--- config.mk ---
export PLATFORM = sky130hd
export DESIGN_NAME = button_click_hold_qualifier_unit_flat
export DESIGN_NICKNAME = d
export VERILOG_FILES = /design/src/rtl/bchq_pkg.sv /design/src/rtl/bchq_if.sv /design/src/rtl/bchq_regs.sv /design/src/rtl/bchq_core.sv /design/src/rtl/button_click_hold_qualifier_unit.sv /design/src/flat_wrapper.sv
export SDC_FILE = /design/constraint.sdc
export NUM_CORES = 1
export LEC_CHECK = 0
export BUFFER_PORTS_ARGS = -buffer_cell sky130_fd_sc_hd__buf_2
export CAP_MARGIN = 20
export CORE_MARGIN = 2
export CORE_UTILIZATION = 25
export CTS_BUF_LIST = sky130_fd_sc_hd__clkbuf_8
export DETAILED_ROUTE_END_ITERATION = 10
export PLACE_DENSITY = 0.41
export SETUP_SLACK_MARGIN = 0.2
export SLEW_MARGIN = 20
export SYNTH_ARGS = -nofsm -noshare
export SYNTH_HDL_FRONTEND = slang
export SYNTH_SLANG_ARGS = --single-unit
export TNS_END_PERCENT = 50
--- constraint.sdc ---
create_clock -name i_clk -period 12 [get_ports i_clk]
set_input_delay 2.4 -clock i_clk [delete_from_list [all_inputs] [get_ports i_clk]]
set_output_delay 2.4 -clock i_clk [all_outputs]
set_load 0.05 [all_outputs]
--- src/rtl/bchq_pkg.sv ---
`timescale 1ns / 1ps

package bchq_pkg;

    // Width of the tick counter and of every stored time stamp.
    localparam int TIME_BITS = 32;

    // APB address width: just enough for the register byte addresses.
    localparam int APB_ADDR_BITS = 5;
    localparam int APB_DATA_BITS = 32;

    // Click counter width and its saturation value.
    localparam int CLICK_BITS = 7;
    localparam logic [CLICK_BITS-1:0] CLICK_MAX = '1;

    typedef logic [TIME_BITS-1:0] t_time;

    // Register map, as word indexes.
    typedef enum logic [2:0] {
        REG_ACTIVE_LOW      = 3'd0,
        REG_NORMALLY_CLOSED = 3'd1,
        REG_DEBOUNCE_TICKS  = 3'd2,
        REG_HOLD_TICKS      = 3'd3,
        REG_REPEAT_TICKS    = 3'd4,
        REG_CLICK_WINDOW    = 3'd5
    } t_reg_idx;

    // Register reset values.
    localparam logic        RST_ACTIVE_LOW      = 1'b1;
    localparam logic        RST_NORMALLY_CLOSED = 1'b0;
    localparam logic [7:0]  RST_DEBOUNCE_TICKS  = 8'd50;
    localparam logic [15:0] RST_HOLD_TICKS      = 16'd500;
    localparam logic [15:0] RST_REPEAT_TICKS    = 16'd200;
    localparam logic [15:0] RST_CLICK_WINDOW    = 16'd400;

    // Bit positions in the event flag word.
    localparam int FLAG_PRESSED  = 0;
    localparam int FLAG_RELEASED = 1;
    localparam int FLAG_HOLD     = 2;
    localparam int FLAG_CLAMP    = 3;
    localparam int FLAG_WASHELD  = 4;
    localparam int FLAG_CLICKS   = 5;
    localparam int FLAG_BITS     = 6;

    typedef struct packed {
        logic        active_low;
        logic        normally_closed;
        logic [7:0]  debounce_ticks;
        logic [15:0] hold_ticks;
        logic [15:0] repeat_ticks;
        logic [15:0] click_window_ticks;
    } t_cfg;

    typedef struct packed {
        logic       raw_level;
        logic [3:0] clear_flags;
        logic       take_clicks;
    } t_item;

    typedef struct packed {
        logic                  pressed_event;
        logic                  released_event;
        logic                  hold_event;
        logic                  clamp_event;
        logic                  still_held;
        logic                  multiclick_ready;
        logic                  clicks_valid;
        logic [CLICK_BITS-1:0] click_count;
    } t_result;

endpackage

--- src/rtl/bchq_if.sv ---
`timescale 1ns / 1ps

// Input channel: one tick sample per transfer.
interface bchq_in_if;
    logic       valid;
    logic       ready;
    logic       raw_level;
    logic [3:0] clear_flags;
    logic       take_clicks;

    modport source (output valid, output raw_level, output clear_flags,
                    output take_clicks, input ready);
    modport sink   (input valid, input raw_level, input clear_flags,
                    input take_clicks, output ready);
endinterface

// Result channel: one result per tick.
interface bchq_out_if;
    logic                           valid;
    logic                           ready;
    logic                           pressed_event;
    logic                           released_event;
    logic                           hold_event;
    logic                           clamp_event;
    logic                           still_held;
    logic                           multiclick_ready;
    logic                           clicks_valid;
    logic [bchq_pkg::CLICK_BITS-1:0] click_count;

    modport source (output valid, output pressed_event, output released_event,
                    output hold_event, output clamp_event, output still_held,
                    output multiclick_ready, output clicks_valid,
                    output click_count, input ready);
    modport sink   (input valid, input pressed_event, input released_event,
                    input hold_event, input clamp_event, input still_held,
                    input multiclick_ready, input clicks_valid,
                    input click_count, output ready);
endinterface

--- src/rtl/bchq_regs.sv ---
`timescale 1ns / 1ps

module bchq_regs (
    input  logic                               i_clk,
    input  logic                               i_rst_n,
    input  logic                               psel,
    input  logic                               penable,
    input  logic                               pwrite,
    input  logic [bchq_pkg::APB_ADDR_BITS-1:0] paddr,
    input  logic [bchq_pkg::APB_DATA_BITS-1:0] pwdata,
    output logic [bchq_pkg::APB_DATA_BITS-1:0] prdata,
    output logic                               pready,
    output bchq_pkg::t_cfg                     o_cfg
);

    bchq_pkg::t_cfg   r_cfg;
    bchq_pkg::t_reg_idx w_idx;
    logic             w_wr;

    assign w_idx  = bchq_pkg::t_reg_idx'(paddr[4:2]);
    assign w_wr   = psel && penable && pwrite;
    assign pready = 1'b1;
    assign o_cfg  = r_cfg;

    // Register writes take effect in the access phase of the transfer.
    always_ff @(posedge i_clk) begin
        if (!i_rst_n) begin
            r_cfg.active_low         <= bchq_pkg::RST_ACTIVE_LOW;
            r_cfg.normally_closed    <= bchq_pkg::RST_NORMALLY_CLOSED;
            r_cfg.debounce_ticks     <= bchq_pkg::RST_DEBOUNCE_TICKS;
            r_cfg.hold_ticks         <= bchq_pkg::RST_HOLD_TICKS;
            r_cfg.repeat_ticks       <= bchq_pkg::RST_REPEAT_TICKS;
            r_cfg.click_window_ticks <= bchq_pkg::RST_CLICK_WINDOW;
        end else if (w_wr) begin
            unique case (w_idx)
                bchq_pkg::REG_ACTIVE_LOW:      r_cfg.active_low <= pwdata[0];
                bchq_pkg::REG_NORMALLY_CLOSED: r_cfg.normally_closed <= pwdata[0];
                bchq_pkg::REG_DEBOUNCE_TICKS:  r_cfg.debounce_ticks <= pwdata[7:0];
                bchq_pkg::REG_HOLD_TICKS:      r_cfg.hold_ticks <= pwdata[15:0];
                bchq_pkg::REG_REPEAT_TICKS:    r_cfg.repeat_ticks <= pwdata[15:0];
                bchq_pkg::REG_CLICK_WINDOW:    r_cfg.click_window_ticks <= pwdata[15:0];
                default: ;
            endcase
        end
    end

    // Read data mux; unmapped addresses read as zero.
    always_comb begin
        prdata = '0;
        unique case (w_idx)
            bchq_pkg::REG_ACTIVE_LOW:      prdata[0] = r_cfg.active_low;
            bchq_pkg::REG_NORMALLY_CLOSED: prdata[0] = r_cfg.normally_closed;
            bchq_pkg::REG_DEBOUNCE_TICKS:  prdata[7:0] = r_cfg.debounce_ticks;
            bchq_pkg::REG_HOLD_TICKS:      prdata[15:0] = r_cfg.hold_ticks;
            bchq_pkg::REG_REPEAT_TICKS:    prdata[15:0] = r_cfg.repeat_ticks;
            bchq_pkg::REG_CLICK_WINDOW:    prdata[15:0] = r_cfg.click_window_ticks;
            default: ;
        endcase
    end

endmodule

--- src/rtl/bchq_core.sv ---
`timescale 1ns / 1ps

module bchq_core (
    input  logic              i_clk,
    input  logic              i_rst_n,
    input  logic              i_step,
    input  bchq_pkg::t_item   i_item,
    input  bchq_pkg::t_cfg    i_cfg,
    output bchq_pkg::t_result o_res
);

    localparam int TB = bchq_pkg::TIME_BITS;
    localparam int CB = bchq_pkg::CLICK_BITS;
    localparam int FB = bchq_pkg::FLAG_BITS;

    bchq_pkg::t_time r_tick,     n_tick;
    logic            r_last,     n_last;
    bchq_pkg::t_time r_press,    n_press;
    bchq_pkg::t_time r_release,  n_release;
    bchq_pkg::t_time r_deadline, n_deadline;
    logic [CB-1:0]   r_clicks,   n_clicks;
    logic [FB-1:0]   r_flags,    n_flags;

    logic            w_level;
    logic            w_valid;
    bchq_pkg::t_time w_db;
    bchq_pkg::t_time w_hold;
    bchq_pkg::t_time w_rep;
    bchq_pkg::t_time w_win;
    bchq_pkg::t_time w_since_rel;
    bchq_pkg::t_time w_since_press;
    bchq_pkg::t_time w_since_press1;
    bchq_pkg::t_time w_past_dl;
    logic [FB-1:0]   w_flags;

    assign w_db   = {{(TB-8){1'b0}}, i_cfg.debounce_ticks};
    assign w_hold = {{(TB-16){1'b0}}, i_cfg.hold_ticks};
    assign w_rep  = {{(TB-16){1'b0}}, i_cfg.repeat_ticks};
    assign w_win  = {{(TB-16){1'b0}}, i_cfg.click_window_ticks};

    // One tick of the qualifier: edges, hold, clamp and click window.
    always_comb begin
        n_tick     = r_tick + 1'b1;
        w_level    = i_item.raw_level ^ i_cfg.active_low ^ i_cfg.normally_closed;
        n_last     = w_level;
        n_press    = r_press;
        n_release  = r_release;
        n_deadline = r_deadline;
        n_clicks   = r_clicks;
        w_flags    = r_flags;

        w_since_rel   = n_tick - r_release;
        w_since_press = n_tick - r_press;

        // Debounced press.
        if (w_level && !r_last && (w_since_rel > w_db)) begin
            n_press                       = n_tick;
            w_flags[bchq_pkg::FLAG_PRESSED] = 1'b1;
            if (r_clicks != bchq_pkg::CLICK_MAX) begin
                n_clicks = r_clicks + 1'b1;
            end
            n_deadline = n_tick + w_win;
        end

        // Debounced release.
        if (!w_level && r_last && (w_since_press > w_db)) begin
            n_release                        = n_tick;
            w_flags[bchq_pkg::FLAG_WASHELD]  = 1'b0;
            w_flags[bchq_pkg::FLAG_RELEASED] = 1'b1;
        end

        // Hold and clamp use the press time after this tick's edge.
        w_since_press1 = n_tick - n_press;
        if (w_level && !w_flags[bchq_pkg::FLAG_WASHELD] && (w_since_press1 > w_hold)) begin
            w_flags[bchq_pkg::FLAG_WASHELD] = 1'b1;
            w_flags[bchq_pkg::FLAG_HOLD]    = 1'b1;
        end
        if (w_level && w_flags[bchq_pkg::FLAG_WASHELD] && (w_since_press1 > w_rep)) begin
            n_clicks                      = '0;
            n_press                       = n_tick;
            w_flags[bchq_pkg::FLAG_CLAMP] = 1'b1;
        end

        // Click window expired: wrap-safe "after deadline" test.
        w_past_dl = n_tick - n_deadline;
        if (!w_level && (n_clicks != '0) && (w_past_dl != '0) && !w_past_dl[TB-1]) begin
            w_flags[bchq_pkg::FLAG_CLICKS] = 1'b1;
        end

        w_valid = i_item.take_clicks && w_flags[bchq_pkg::FLAG_CLICKS];

        o_res.pressed_event    = w_flags[bchq_pkg::FLAG_PRESSED];
        o_res.released_event   = w_flags[bchq_pkg::FLAG_RELEASED];
        o_res.hold_event       = w_flags[bchq_pkg::FLAG_HOLD];
        o_res.clamp_event      = w_flags[bchq_pkg::FLAG_CLAMP];
        o_res.still_held       = w_flags[bchq_pkg::FLAG_WASHELD];
        o_res.multiclick_ready = w_flags[bchq_pkg::FLAG_CLICKS];
        o_res.clicks_valid     = w_valid;
        o_res.click_count      = w_valid ? n_clicks : '0;

        // Clears apply after the flags are reported.
        n_flags = w_flags & ~{{(FB-4){1'b0}}, i_item.clear_flags};
        if (w_valid) begin
            n_flags[bchq_pkg::FLAG_CLICKS] = 1'b0;
            n_clicks                       = '0;
        end
    end

    // State registers advance once per processed tick.
    always_ff @(posedge i_clk) begin
        if (!i_rst_n) begin
            r_tick     <= '0;
            r_last     <= 1'b0;
            r_press    <= '0;
            r_release  <= '0;
            r_deadline <= '0;
            r_clicks   <= '0;
            r_flags    <= '0;
        end else if (i_step) begin
            r_tick     <= n_tick;
            r_last     <= n_last;
            r_press    <= n_press;
            r_release  <= n_release;
            r_deadline <= n_deadline;
            r_clicks   <= n_clicks;
            r_flags    <= n_flags;
        end
    end

    // A taken count always empties the counter and the multiclick flag.
    a_take_clears: assert property (@(posedge i_clk) disable iff (!i_rst_n)
        i_step && o_res.clicks_valid |=> r_clicks == '0 && !r_flags[bchq_pkg::FLAG_CLICKS])
        else $error("click count not cleared after take");

    // A count is only returned while a multiclick is flagged. A clamp after the
    // flag was raised can leave the count at zero, so the count itself is free.
    a_valid_needs_ready: assert property (@(posedge i_clk) disable iff (!i_rst_n)
        o_res.clicks_valid |-> o_res.multiclick_ready)
        else $error("click count returned without multiclick");

    // The tick counter moves by exactly one per processed tick.
    a_tick_advance: assert property (@(posedge i_clk) disable iff (!i_rst_n)
        i_step |=> r_tick == $past(r_tick) + 1'b1)
        else $error("tick counter skipped");

endmodule

--- src/rtl/button_click_hold_qualifier_unit.sv ---
`timescale 1ns / 1ps

// Button click and hold qualifier. Each input transfer is one millisecond tick
// carrying the raw pin level, event clears and a click-take request; each tick
// yields exactly one result transfer. The block takes one tick per clock
// cycle: a tick is captured in the input register, evaluated in a single
// combinational pass against the stored times and flags, and its result is
// placed in the output register when that is free. The output register frees
// itself in the same cycle it is taken, so throughput stays at one tick per
// cycle unless the result side stalls. Configuration must be written through
// the APB port only while no ticks are in flight; the block does not check it.
module button_click_hold_qualifier_unit (
    input  logic                               i_clk,
    input  logic                               i_rst_n,
    bchq_in_if.sink                            i_in,
    bchq_out_if.source                         o_out,
    input  logic                               psel,
    input  logic                               penable,
    input  logic                               pwrite,
    input  logic [bchq_pkg::APB_ADDR_BITS-1:0] paddr,
    input  logic [bchq_pkg::APB_DATA_BITS-1:0] pwdata,
    output logic [bchq_pkg::APB_DATA_BITS-1:0] prdata,
    output logic                               pready
);

    bchq_pkg::t_cfg    w_cfg;
    bchq_pkg::t_item   r_item;
    logic              r_in_valid;
    bchq_pkg::t_result w_res;
    bchq_pkg::t_result r_out;
    logic              r_out_valid;
    logic              w_advance;
    logic              w_in_ready;

    bchq_regs u_regs (
        .i_clk   (i_clk),
        .i_rst_n (i_rst_n),
        .psel    (psel),
        .penable (penable),
        .pwrite  (pwrite),
        .paddr   (paddr),
        .pwdata  (pwdata),
        .prdata  (prdata),
        .pready  (pready),
        .o_cfg   (w_cfg)
    );

    bchq_core u_core (
        .i_clk   (i_clk),
        .i_rst_n (i_rst_n),
        .i_step  (w_advance),
        .i_item  (r_item),
        .i_cfg   (w_cfg),
        .o_res   (w_res)
    );

    // The held tick moves on when the output register is empty or being taken.
    assign w_advance  = r_in_valid && (!r_out_valid || o_out.ready);
    assign w_in_ready = !r_in_valid || w_advance;
    assign i_in.ready = w_in_ready;

    // Input register.
    always_ff @(posedge i_clk) begin
        if (!i_rst_n) begin
            r_in_valid <= 1'b0;
        end else if (w_in_ready) begin
            r_in_valid <= i_in.valid;
        end
    end

    always_ff @(posedge i_clk) begin
        if (w_in_ready && i_in.valid) begin
            r_item.raw_level   <= i_in.raw_level;
            r_item.clear_flags <= i_in.clear_flags;
            r_item.take_clicks <= i_in.take_clicks;
        end
    end

    // Output register.
    always_ff @(posedge i_clk) begin
        if (!i_rst_n) begin
            r_out_valid <= 1'b0;
        end else if (w_advance) begin
            r_out_valid <= 1'b1;
        end else if (o_out.ready) begin
            r_out_valid <= 1'b0;
        end
    end

    always_ff @(posedge i_clk) begin
        if (w_advance) begin
            r_out <= w_res;
        end
    end

    assign o_out.valid            = r_out_valid;
    assign o_out.pressed_event    = r_out.pressed_event;
    assign o_out.released_event   = r_out.released_event;
    assign o_out.hold_event       = r_out.hold_event;
    assign o_out.clamp_event      = r_out.clamp_event;
    assign o_out.still_held       = r_out.still_held;
    assign o_out.multiclick_ready = r_out.multiclick_ready;
    assign o_out.clicks_valid     = r_out.clicks_valid;
    assign o_out.click_count      = r_out.click_count;

    // A tick waiting on a stalled result stays in the input register.
    a_in_hold: assert property (@(posedge i_clk) disable iff (!i_rst_n)
        r_in_valid && !w_advance |=> r_in_valid && r_item == $past(r_item))
        else $error("held tick lost");

    // A pending result is never overwritten before its transfer.
    a_out_no_overwrite: assert property (@(posedge i_clk) disable iff (!i_rst_n)
        w_advance |-> !r_out_valid || o_out.ready)
        else $error("result overwritten");

    // A returned count is always flagged valid in the output register.
    a_out_count: assert property (@(posedge i_clk) disable iff (!i_rst_n)
        r_out_valid && !r_out.clicks_valid |-> r_out.click_count == '0)
        else $error("click count without valid");

endmodule
--- src/flat_wrapper.sv ---
// flat-port wrapper written by rule: the top's interface ports become plain ports
module button_click_hold_qualifier_unit_flat 
  (i_clk, i_rst_n, psel, penable, pwrite, paddr, pwdata, prdata, pready, i_in_valid, i_in_raw_level, i_in_clear_flags, i_in_take_clicks, i_in_ready, o_out_valid, o_out_pressed_event, o_out_released_event, o_out_hold_event, o_out_clamp_event, o_out_still_held, o_out_multiclick_ready, o_out_clicks_valid, o_out_click_count, o_out_ready);
  bchq_in_if i_in_i ();
  bchq_out_if o_out_i ();
  input  logic i_clk;
  input  logic i_rst_n;
  input  logic psel;
  input  logic penable;
  input  logic pwrite;
  input  logic [bchq_pkg::APB_ADDR_BITS-1:0] paddr;
  input  logic [bchq_pkg::APB_DATA_BITS-1:0] pwdata;
  output logic [bchq_pkg::APB_DATA_BITS-1:0] prdata;
  output logic pready;
  input wire logic [$bits(i_in_i.valid)-1:0] i_in_valid;
  input wire logic [$bits(i_in_i.raw_level)-1:0] i_in_raw_level;
  input wire logic [$bits(i_in_i.clear_flags)-1:0] i_in_clear_flags;
  input wire logic [$bits(i_in_i.take_clicks)-1:0] i_in_take_clicks;
  output wire logic [$bits(i_in_i.ready)-1:0] i_in_ready;
  output wire logic [$bits(o_out_i.valid)-1:0] o_out_valid;
  output wire logic [$bits(o_out_i.pressed_event)-1:0] o_out_pressed_event;
  output wire logic [$bits(o_out_i.released_event)-1:0] o_out_released_event;
  output wire logic [$bits(o_out_i.hold_event)-1:0] o_out_hold_event;
  output wire logic [$bits(o_out_i.clamp_event)-1:0] o_out_clamp_event;
  output wire logic [$bits(o_out_i.still_held)-1:0] o_out_still_held;
  output wire logic [$bits(o_out_i.multiclick_ready)-1:0] o_out_multiclick_ready;
  output wire logic [$bits(o_out_i.clicks_valid)-1:0] o_out_clicks_valid;
  output wire logic [$bits(o_out_i.click_count)-1:0] o_out_click_count;
  input wire logic [$bits(o_out_i.ready)-1:0] o_out_ready;
  assign i_in_i.valid = i_in_valid;
  assign i_in_i.raw_level = i_in_raw_level;
  assign i_in_i.clear_flags = i_in_clear_flags;
  assign i_in_i.take_clicks = i_in_take_clicks;
  assign i_in_ready = i_in_i.ready;
  assign o_out_valid = o_out_i.valid;
  assign o_out_pressed_event = o_out_i.pressed_event;
  assign o_out_released_event = o_out_i.released_event;
  assign o_out_hold_event = o_out_i.hold_event;
  assign o_out_clamp_event = o_out_i.clamp_event;
  assign o_out_still_held = o_out_i.still_held;
  assign o_out_multiclick_ready = o_out_i.multiclick_ready;
  assign o_out_clicks_valid = o_out_i.clicks_valid;
  assign o_out_click_count = o_out_i.click_count;
  assign o_out_i.ready = o_out_ready;
  button_click_hold_qualifier_unit u_core (.i_clk(i_clk), .i_rst_n(i_rst_n), .i_in(i_in_i), .o_out(o_out_i), .psel(psel), .penable(penable), .pwrite(pwrite), .paddr(paddr), .pwdata(pwdata), .prdata(prdata), .pready(pready));
endmodule
==> qor.csv, run 1 <==
metric;value;unit
status;completed;
WP data required;12.55;ns
min-delay worst type;flip-flop to flip-flop;
Core Area;82370;sq um
post-route cell area;23710;sq um
most common cell in the netlist;nand2_1;
Pint;1.475;mW
Worst-Skew Late Latency;0.63;ns
switch share;34.43;%
critical path class;flip-flop to flip-flop;
total number of vias;21100;
global placer's final weighted congestion;0.9255;
VDD IR max;54.40;uV
Die Y;292.9;um
CTS Hold Bufs;0;
PortBufs;63;
wire per inst;19.47;um
FF-to-FF End;u_core.u_core.r_press[29]$_SDFFE_PN0P_;
Starting Density;25.33;%
kind of cell adding the most delay to the critical path;compound AO/OA/AOI/OAI gates;
worst r2r src;u_core.u_core.r_tick[0]$_SDFFE_PN0P_;
synthesized instance count;2837;
area leader, netlist;dfxtp_1;
slew of the pin with the lowest slew margin;1.095;ns
vias in the first global route;20260;
Bufs and invs on worst path;9;
crit path time final;10.95;ns
P&R area growth vs syn;13.65;%
Via density;5.262;
fmax;91.31;MHz
clk slew on worst S/H paths;0.06;ns
Final TNS setup;0;ns
Worst Path Arrival;11.50;ns
clock sinks;222;
Max Buffers Root-to-Sink;3;
list of most frequent post-synthesis cells;nand2_1 (371), nor2_1 (282), a21oi_1 (230);
DR pass1 iterations;6;
CTS buffer count;47;
TritonCTS clock tree;built;
Leak;9.965;nW
Nets;3143;
CP Max Fanout;17;
die span in x;292.9;um
count of cell types in the netlist;91;
drt drc;0;
die area;85770;sq um
clock root buffer master;clkbuf_8;
Sw Pwr;774.3;uW
H-tree depth;2;
max-slew violation count;0;
Crit-path slowest cell;a211oi_1;
Synth top area share;19.38;%
standard-cell row count;105;
WHS Path Cells;1;
Comb pwr share;26.6;%
Hold EP;u_core.u_core.r_flags[1]$_SDFFE_PN0P_;
Reg2Reg Setup Slack;1.05;ns
fin crit share;91.27;%
first-pass GRT wire length;120500;um
initial antenna violation count;1;
final WL;78070;um
Worst Reg-to-Reg Cells;51;
Flop pwr share;34.3;%
Post-synth EDFFs;20;
synth top area cells;dfxtp_1 (19%), ha_1 (11%), nand2_1 (6.7%);
total track usage;17.88;%
Clk pwr share;39.1;%
slew margin rel.;25.11;%
max cap viols;0;
synth warn;0;
DP HPWL;61090;um
Starting DRT DRC Count;1496;
main flop type after synthesis;dfxtp_1;
CP peak stage delay;0.50;ns
Final WS setup;1.048;ns
largest net degree at the start of global routing;96;
placed instance area;22670;sq um
Post-Syn Area;20860;sq um
total grt overflow;0;
Hold Startpoint;u_core.r_item[2]$_DFFE_PP_;
Fin. Hold Viols;0;
clk_skew;0.01877;ns
share of cells above drive strength 1;9.459;%
DRT antenna net count;0;
pre-CTS setup slack;0.2682;ns
sequential area share after synthesis;22.26;%
power density over the cells;94.87;nW/um^2
fraction of registers with async set/reset;0;%
Worst setup EP type;flip-flop;
mean post-synth cell area;7.353;sq um
# setup viols final;0;
RSZ-0062 raised after global routing;no;
FF+latch count, synth;222;
startpoint types;flip-flop;
I/O Pins;99;
-- per-stage QoR --
step                hold WS (ns)  power (mW)  utilization, %  instances
finish                    0.4400       2.249           28.78       4010
global route              0.4654       2.383           28.78       4010
CTS                       0.4430       2.280           28.73       4008
detailed placement        0.4381       1.374           27.52       3923
global placement          0.4230       1.369           27.52       3923
floorplan                 0.4060       1.197               -       2852
-- worst max path at each step --
stage | slack, ns | start | to | cells past startpoint
final | 1.05 | u_core.u_core.r_tick[0]$_SDFFE_PN0P_ | u_core.u_core.r_press[29]$_SDFFE_PN0P_ | 51
after global routing | 0.18 | u_core.u_core.r_tick[0]$_SDFFE_PN0P_ | u_core.o_out.click_count[6]$_SDFFCE_PN0P_ | 49
after CTS | 0.20 | u_core.u_core.r_tick[0]$_SDFFE_PN0P_ | u_core.u_core.r_clicks[4]$_SDFFE_PN0P_ | 38
after detailed placement | 0.27 | u_core.u_core.r_tick[0]$_SDFFE_PN0P_ | u_core.u_core.r_clicks[4]$_SDFFE_PN0P_ | 35
after global placement | 0.37 | u_core.u_core.r_tick[0]$_SDFFE_PN0P_ | u_core.u_core.r_clicks[1]$_SDFFE_PN0P_ | 35
after floorplan | 1.60 | u_core.u_core.r_tick[0]$_SDFFE_PN0P_ | u_core.o_out.click_count[0]$_SDFFCE_PN0P_ | 49
-- registers in the layout, summed over array words and instances, names as in the netlist, 6 cells and up --
signal                    flops
u_core.u_core.r_flags         6
u_core.o_out.click_count      7
u_core.u_regs.o_cfg          58
u_core.u_core.r_clicks        7
u_core.r_item                 6
u_core.u_core.r_release      32
u_core.u_core.r_press        32
u_core.u_core.r_deadline     32
u_core.u_core.r_tick         32
-- placed cells by master, fill, tap and decap left out, types with 49 or more instances in the layout --
cell	instances
nor3_1	55
nor2_1	280
xnor2_1	82
ha_1	184
mux2i_1	92
nand2_1	370
nand3_1	67
buf_4	80
a21o_1	84
buf_2	62
a211oi_1	51
nand4_1	60
o21ai_0	141
inv_1	180
dfxtp_1	202
a21oi_1	230
xor2_1	49
clkbuf_8	57
-- layer usage --
metal / wire (um) / global-route usage (%)
met1: 37220 / 24.79
met2: 35280 / 29.30
met3: 3688 / 1.867
met4: 1880 / 4.903
met5: 0 / 0
-- kinds of logic after synthesis --
logic type | Yosys count | share of synthesized area (%)
and+or+nand+nor | 1086 | 24.63
xor gates and xnor gates | 135 | 5.800
DFF | 222 | 22.26
muxes | 100 | 4.840
other | 2 | 0.03600
adders and majority gates | 194 | 11.77
AOI/OAI and AO/OA | 786 | 24.66
buffers and inverters | 312 | 6.004
-- layout make-up --
class	instances	area [sq um]
multi-input cells	2318	15100
diodes	1	2.502
flip-flops and latches	222	4644
fillers	8886	58660
repair buffers	147	1002
inverters	167	630.6
clock inverters	28	203.9
well taps	1070	1339
clock buffers	57	784.5
-- power by group through the flow --
stage	clock network (mW)	registers (mW)	logic, mW
finish	0.879	0.771	0.599
global route	0.950	0.772	0.661
CTS	0.918	0.771	0.592
detailed placement	0	0.787	0.587
global placement	0	0.786	0.583
floorplan	0	0.793	0.404
-- what timing repair did --
action / 4_1_cts / 5_1_grt
buffers inserted: 0 / 1
gates resized for setup: 1 / 9
pin swaps: 0 / 1
endpoints found under the setup margin: 7 / 55
Note: power is estimated with default switching activity, not from simulation.
==> inputs of run 2 (changes only) <==
CORE_UTILIZATION = 65   (was 25)
PLACE_DENSITY = 0.86   (was 0.41)
==> run 2 against run 1 <==
Die area fell by 61%. Worst setup slack got worse by 0.23 ns. Largest power group unchanged. Critical endpoint is now u_core.o_out.click_count[0]$_SDFFCE_PN0P_. Sequential power barely moved. Hold slack improved by 0.011 ns. Register-to-register slack got worse by 0.23 ns. Count of clock-buffer cells in the layout fell by 9. Maximum frequency fell by 2.1%. Clock power fell by 8.8%.
==> qor.csv, run 2 (same netlist as run 1, synthesis figures left out) <==
metric;value;unit;change
H-tree depth;2;;unchanged
slew margin rel.;32.86;%;+7.8 points
RSZ-0062 raised after global routing;no;;
Crit path top cell by count;o21ai_0;;
status;completed;;
startpoint types;flip-flop;;
CTS resizes;0;;-1
CP peak stage delay;0.53;ns;+0.03 ns
# fillers;2577;;-71%
Setup Fix Bufs, Post-CTS;0;;unchanged
metal2 WL;29370;um;-17%
largest net degree at the start of global routing;97;;+1.0%
Worst-Skew Late Latency;0.66;ns;+0.03 ns
WL met3;7194;um;+95%
CTS Hold Bufs;0;;unchanged
critical path class;flip-flop to flip-flop;;
Worst setup EP type;flip-flop;;
Max Buffers Root-to-Sink;3;;unchanged
Crit-path slowest cell;a211oi_2;;
PortBufs;63;;unchanged
Setup crit start;u_core.u_core.r_tick[9]$_SDFFE_PN0P_;;
DRT antenna net count;0;;unchanged
Fin. Hold Viols;0;;unchanged
CP Max Fanout;10;;-7
power density over the cells;95.52;nW/um^2;+0.69%
wire per inst;20.56;um;+5.6%
final WL;68050;um;-13%
Worst Reg-to-Reg Cells;45;;-12%
fin crit share;93.21;%;+1.9 points
Leak;9.815;nW;-1.5%
TritonCTS clock tree;built;;
fmax;89.40;MHz;-2.1%
placed instance area;21640;sq um;-4.5%
min-delay worst type;flip-flop to flip-flop;;
# diodes;0;;-1
WP data required;12.44;ns;-0.11 ns
P&R area growth vs syn;8.361;%;
Final TNS setup;0;ns;unchanged
Post-Route M1 WL;27770;um;-25%
Final WS setup;0.8147;ns;-0.2334 ns
worst r2r src;u_core.u_core.r_tick[9]$_SDFFE_PN0P_;;
total track usage;39.94;%;+22 points
clock sinks;222;;unchanged
VDD IR max;92.15;uV;+69%
DR pass1 iterations;8;;+2
slew of the pin with the lowest slew margin;0.9817;ns;-0.1134 ns
most common cell after layout, fill and taps aside;nand2_1;;
post-route cell area;22610;sq um;-4.7%
Hold Startpoint;u_core.r_item[2]$_DFFE_PP_;;
initial antenna violation count;0;;-1
drt drc;0;;unchanged
clk slew on worst S/H paths;0.06;ns;about the same
# setup viols final;0;;unchanged
first-pass GRT wire length;107400;um;-11%
global placer's final weighted congestion;0.9902;;+7.0%
max FFs per register;58;;unchanged
DP HPWL;51760;um;-15%
die area;33540;sq um;-61%
total grt overflow;0;;unchanged
standard-cell row count;65;;-38%
die span in x;183.2;um;-37%
total number of vias;21920;;+3.9%
Worst Path Arrival;11.62;ns;+0.12 ns
Multi-input gate area;15120;sq um;+0.14%
crit path time final;11.19;ns;+0.2334 ns
clk_skew;0.05959;ns;+0.04082 ns
Via density;6.624;;+26%
uppermost layer routed;met4;;
Die Y;183.2;um;-37%
register area;4644;sq um;unchanged
Starting DRT DRC Count;2264;;+51%
WHS Path Cells;1;;unchanged
clock root buffer master;clkbuf_8;;
Starting Density;66.11;%;+41 points
vias in the first global route;20260;;unchanged
share of cells above drive strength 1;8.703;%;-0.76 points
CTS buffer count;42;;-11%
I/O Pins;99;;unchanged
pre-CTS setup slack;0.7025;ns;+0.4343 ns
max-slew violation count;0;;unchanged
most frequent cells in the layout;nand2_1 (370), nor2_1 (279), a21oi_1 (230), dfxtp_1 (202), ha_1 (184);;
max cap viols;0;;unchanged
Core Area;31560;sq um;-62%
Nets;3119;;-0.76%
[run 2: cell count changes in the layout (fill, tap and decap cells not counted), moves of 2 or more]
cell,change
buf_4,-18
buf_12,-3
inv_1,-3
inv_2,+2
inv_12,+2
clkinv_2,-3
clkbuf_8,-9
[run 2: final timing paths]
kind | slack [ns] | end
max | 0.81 | u_core.o_out.click_count[0]$_SDFFCE_PN0P_
min | 0.45 | u_core.u_core.r_flags[1]$_SDFFE_PN0P_
max reg2reg | 0.81 | u_core.o_out.click_count[0]$_SDFFCE_PN0P_
min reg2reg | 0.45 | u_core.u_core.r_flags[1]$_SDFFE_PN0P_
[run 2: routing by layer]
layer | vias up | global-route usage (%)
met3 | 237 | 7.367
met4 | 0 | 19.26
met5 | - | 0
li1 | 10320 | -
met1 | 10170 | 53.11
met2 | 1198 | 62.56
[run 2: stage by stage]
| step | utilization [%] | std cells | hold slack (ns) | power (mW) |
|---|---|---|---|---|
| after floorplan | - | 2852 | 0.4060 | 1.197 |
| after global placement | 68.57 | 3236 | 0.4097 | 1.333 |
| after detailed placement | 68.59 | 3236 | 0.4179 | 1.348 |
| after CTS | 71.33 | 3308 | 0.4497 | 2.143 |
| after global routing | 71.64 | 3309 | 0.4675 | 2.247 |
| final | 71.64 | 3309 | 0.4508 | 2.159 |
[run 2: cell type report]
cell class	count	share of cell area [%]
Multi-Input combinational cell	2318	66.90
Clock buffer	48	2.922
Inverter	167	2.784
Clock inverter	24	0.9077
Sequential cell	222	20.55
Tap cell	402	2.225
Timing Repair Buffer	128	3.714
[run 2: worst max-delay path: cells and delay by family, from the launching register on]
family          cells  cell delay [ns]
simple gates       16             3.98
compound gates     19             4.30
xor+xnor            2             0.42
fa+ha+maj           4             1.21
flops               1             0.51
buf+inv             4             0.58
[run 2: report_power, final]
part | leakage, nW | internal [mW] | switching, mW
clock network | 0.495 | 0.434 | 0.368
registers | 1.82 | 0.762 | 0.00894
logic | 7.50 | 0.214 | 0.372
==> inputs of run 3 (changes only) <==
--- a/config.mk
+++ b/config.mk
@@ -14,2 +14,3 @@
 export PLACE_DENSITY = 0.86
+export RECOVER_POWER = 25
 export SETUP_SLACK_MARGIN = 0.2
--- a/constraint.sdc
+++ b/constraint.sdc
@@ -3,2 +3,2 @@
 set_output_delay 2.4 -clock i_clk [all_outputs]
-set_load 0.05 [all_outputs]
+set_load 0.005 [all_outputs]
==> run 3 against run 2 <==
The run now ends with capacitance limit, slew limit left. Via count about the same. Utilization about the same. Count of clock-buffer cells in the layout unchanged. Die area unchanged. Sequential power about the same. Non-clock buffer count unchanged. Maximum frequency decreased by 0.19%. Sequential share of layout area about the same.
==> qor.csv, run 3 (same netlist as run 1, synthesis figures left out) <==
metric;value;unit;change
min-delay worst type;flip-flop to flip-flop;;
largest net degree at the start of global routing;97;;unchanged
# diodes;0;;unchanged
Starting Density;66.11;%;unchanged
die area;33540;sq um;unchanged
clock root buffer master;clkbuf_8;;
FF-to-FF End;u_core.o_out.click_count[0]$_SDFFCE_PN0P_;;
total track usage;39.94;%;unchanged
PortBufs;63;;unchanged
status;complete, but fails checks;;
standard-cell row count;65;;unchanged
Reg2Reg Setup Slack;0.79;ns;-0.02 ns
Pint;1.411;mW;about the same
Worst Path Arrival;11.64;ns;+0.02 ns
clk slew on worst S/H paths;0.06;ns;about the same
post-route cell area;22590;sq um;about the same
Worst setup EP type;flip-flop;;
Sw Pwr;722.1;uW;-3.5%
slew margin rel.;-3.407;%;-36 points
vias in the first global route;20260;;unchanged
CTS buffer count;42;;unchanged
max FFs per register;58;;unchanged
Core Area;31560;sq um;unchanged
slew of the pin with the lowest slew margin;1.551;ns;+0.5694 ns
DP HPWL;51760;um;unchanged
DRT antenna net count;0;;unchanged
TritonCTS clock tree;built;;
Nets;3119;;unchanged
VDD IR max;91.13;uV;-1.1%
crit path time final;11.21;ns;+0.02102 ns
first-pass GRT wire length;107400;um;unchanged
Setup crit start;u_core.u_core.r_tick[9]$_SDFFE_PN0P_;;
total grt overflow;0;;unchanged
share of cells above drive strength 1;8.394;%;-0.31 points
max-slew violation count;27;;+27
Setup Fix Bufs, Post-CTS;0;;unchanged
RSZ-0062 raised after global routing;no;;
fin crit share;93.39;%;+0.18 points
global placer's final weighted congestion;0.9902;;unchanged
Worst-Skew Late Latency;0.66;ns;about the same
CTS Hold Bufs;0;;unchanged
Flop pwr share;36.2;%;+0.5 points
P&R area growth vs syn;8.289;%;about the same
most frequent cells in the layout;nand2_1 (370), nor2_1 (279), a21oi_1 (230), dfxtp_1 (202), ha_1 (184);;
WP data required;12.43;ns;about the same
power density over the cells;94.41;nW/um^2;-1.2%
CP Max Fanout;35;;+25
Via density;6.630;;about the same
Starting DRT DRC Count;2380;;+5.1%
total power;2.133;mW;-1.2%
critical path class;flip-flop to flip-flop;;
Die Y;183.2;um;unchanged
Crit path top cell by count;o21ai_0;;
Worst Reg-to-Reg Cells;45;;unchanged
failing checks;capacitance limit, slew limit;;
most common cell after layout, fill and taps aside;nand2_1;;
Final TNS setup;0;ns;unchanged
Crit-path slowest cell;dfxtp_1;;
Clk pwr share;37.5;%;+0.4 points
Fin. Hold Viols;0;;unchanged
clock sinks;222;;unchanged
drt drc;0;;unchanged
total number of vias;21940;;+0.091%
max cap viols;1;;+1
switch share;33.86;%;-0.81 points
hold_ws;0.4500;ns;-0.0008440 ns
final WL;68160;um;+0.17%
die span in x;183.2;um;unchanged
Max Buffers Root-to-Sink;3;;unchanged
fmax;89.24;MHz;-0.19%
initial antenna violation count;0;;unchanged
Leak;9.792;nW;-0.24%
H-tree depth;2;;unchanged
startpoint types;flip-flop;;
Comb pwr share;26.3;%;-0.8 points
placed instance area;21640;sq um;unchanged
# fillers;2583;;+0.23%
DR pass1 iterations;7;;-1
wire per inst;20.60;um;+0.17%
worst setup path end;u_core.o_out.click_count[0]$_SDFFCE_PN0P_;;
CP peak stage delay;0.51;ns;-0.02 ns
# setup viols final;0;;unchanged
worst r2r src;u_core.u_core.r_tick[9]$_SDFFE_PN0P_;;
clk_skew;0.06095;ns;+0.001356 ns
I/O Pins;99;;unchanged
==> run 3: critical path, delay by kind of cell (launching register included) <==
family                   cells  cell delay, ns
XOR/XNOR                     2            0.53
multiplexers                 1            0.31
buffers and inverters        2            0.41
flip-flops                   1            0.51
adder cells (fa/ha/maj)      5            1.64
AO/OA/AOI/OAI               20            3.72
AND/OR/NAND/NOR             15            3.87
==> run 3: per-stage QoR <==
step	util, %	setup WS (ns)	instances
floorplan	-	1.596	2852
global placement	68.57	1.002	3236
detailed placement	68.59	0.7025	3236
CTS	71.33	0.5952	3308
global route	71.59	0.1893	3309
finish	71.59	0.7937	3309
==> run 3: layer usage <==
metal,wire (um),GRT usage (%),up-vias
li1,-,-,10300
met1,27870,53.11,10200
met2,29550,62.56,1201
met3,7003,7.367,237
met4,3745,19.26,0
met5,0,0,-
==> run 3: power by group through the flow <==
stage | clock, mW | sequential (mW) | combinational [mW]
finish | 0.801 | 0.771 | 0.561
floorplan | 0 | 0.785 | 0.386
global route | 0.838 | 0.772 | 0.611
global placement | 0 | 0.786 | 0.522
detailed placement | 0 | 0.786 | 0.536
CTS | 0.805 | 0.771 | 0.541
==> run 3: timing repair <==
action,4_1_cts,5_1_grt
setup endpoints to repair,0,49
gates resized for setup,0,15
hold endpoints to repair,0,0
==> run 3: final cells by class <==
cell class / instances / area [sq um] / area share (%)
multi-input combinational: 2318 / 15120 / 66.95
tap: 402 / 503.0 / 2.227
clock buffer: 48 / 660.6 / 2.924
timing repair buffer: 128 / 824.5 / 3.650
inverter: 167 / 629.4 / 2.786
clock inverter: 24 / 205.2 / 0.9083
sequential: 222 / 4644 / 20.56
==> run 3: worst min-delay path by stage <==
stage / from / endpoint / slack, ns / cells after the start
2_1_floorplan: u_core.r_item[2]$_DFFE_PP_ / u_core.u_core.r_flags[1]$_SDFFE_PN0P_ / 0.41 / 1
3_3_place_gp: u_core.r_item[2]$_DFFE_PP_ / u_core.u_core.r_flags[1]$_SDFFE_PN0P_ / 0.41 / 1
3_5_place_dp: u_core.r_item[2]$_DFFE_PP_ / u_core.u_core.r_flags[1]$_SDFFE_PN0P_ / 0.42 / 1
4_1_cts: u_core.r_item[2]$_DFFE_PP_ / u_core.u_core.r_flags[1]$_SDFFE_PN0P_ / 0.45 / 1
5_1_grt: u_core.r_item[2]$_DFFE_PP_ / u_core.u_core.r_flags[1]$_SDFFE_PN0P_ / 0.47 / 1
6_report: u_core.r_item[2]$_DFFE_PP_ / u_core.u_core.r_flags[1]$_SDFFE_PN0P_ / 0.45 / 1
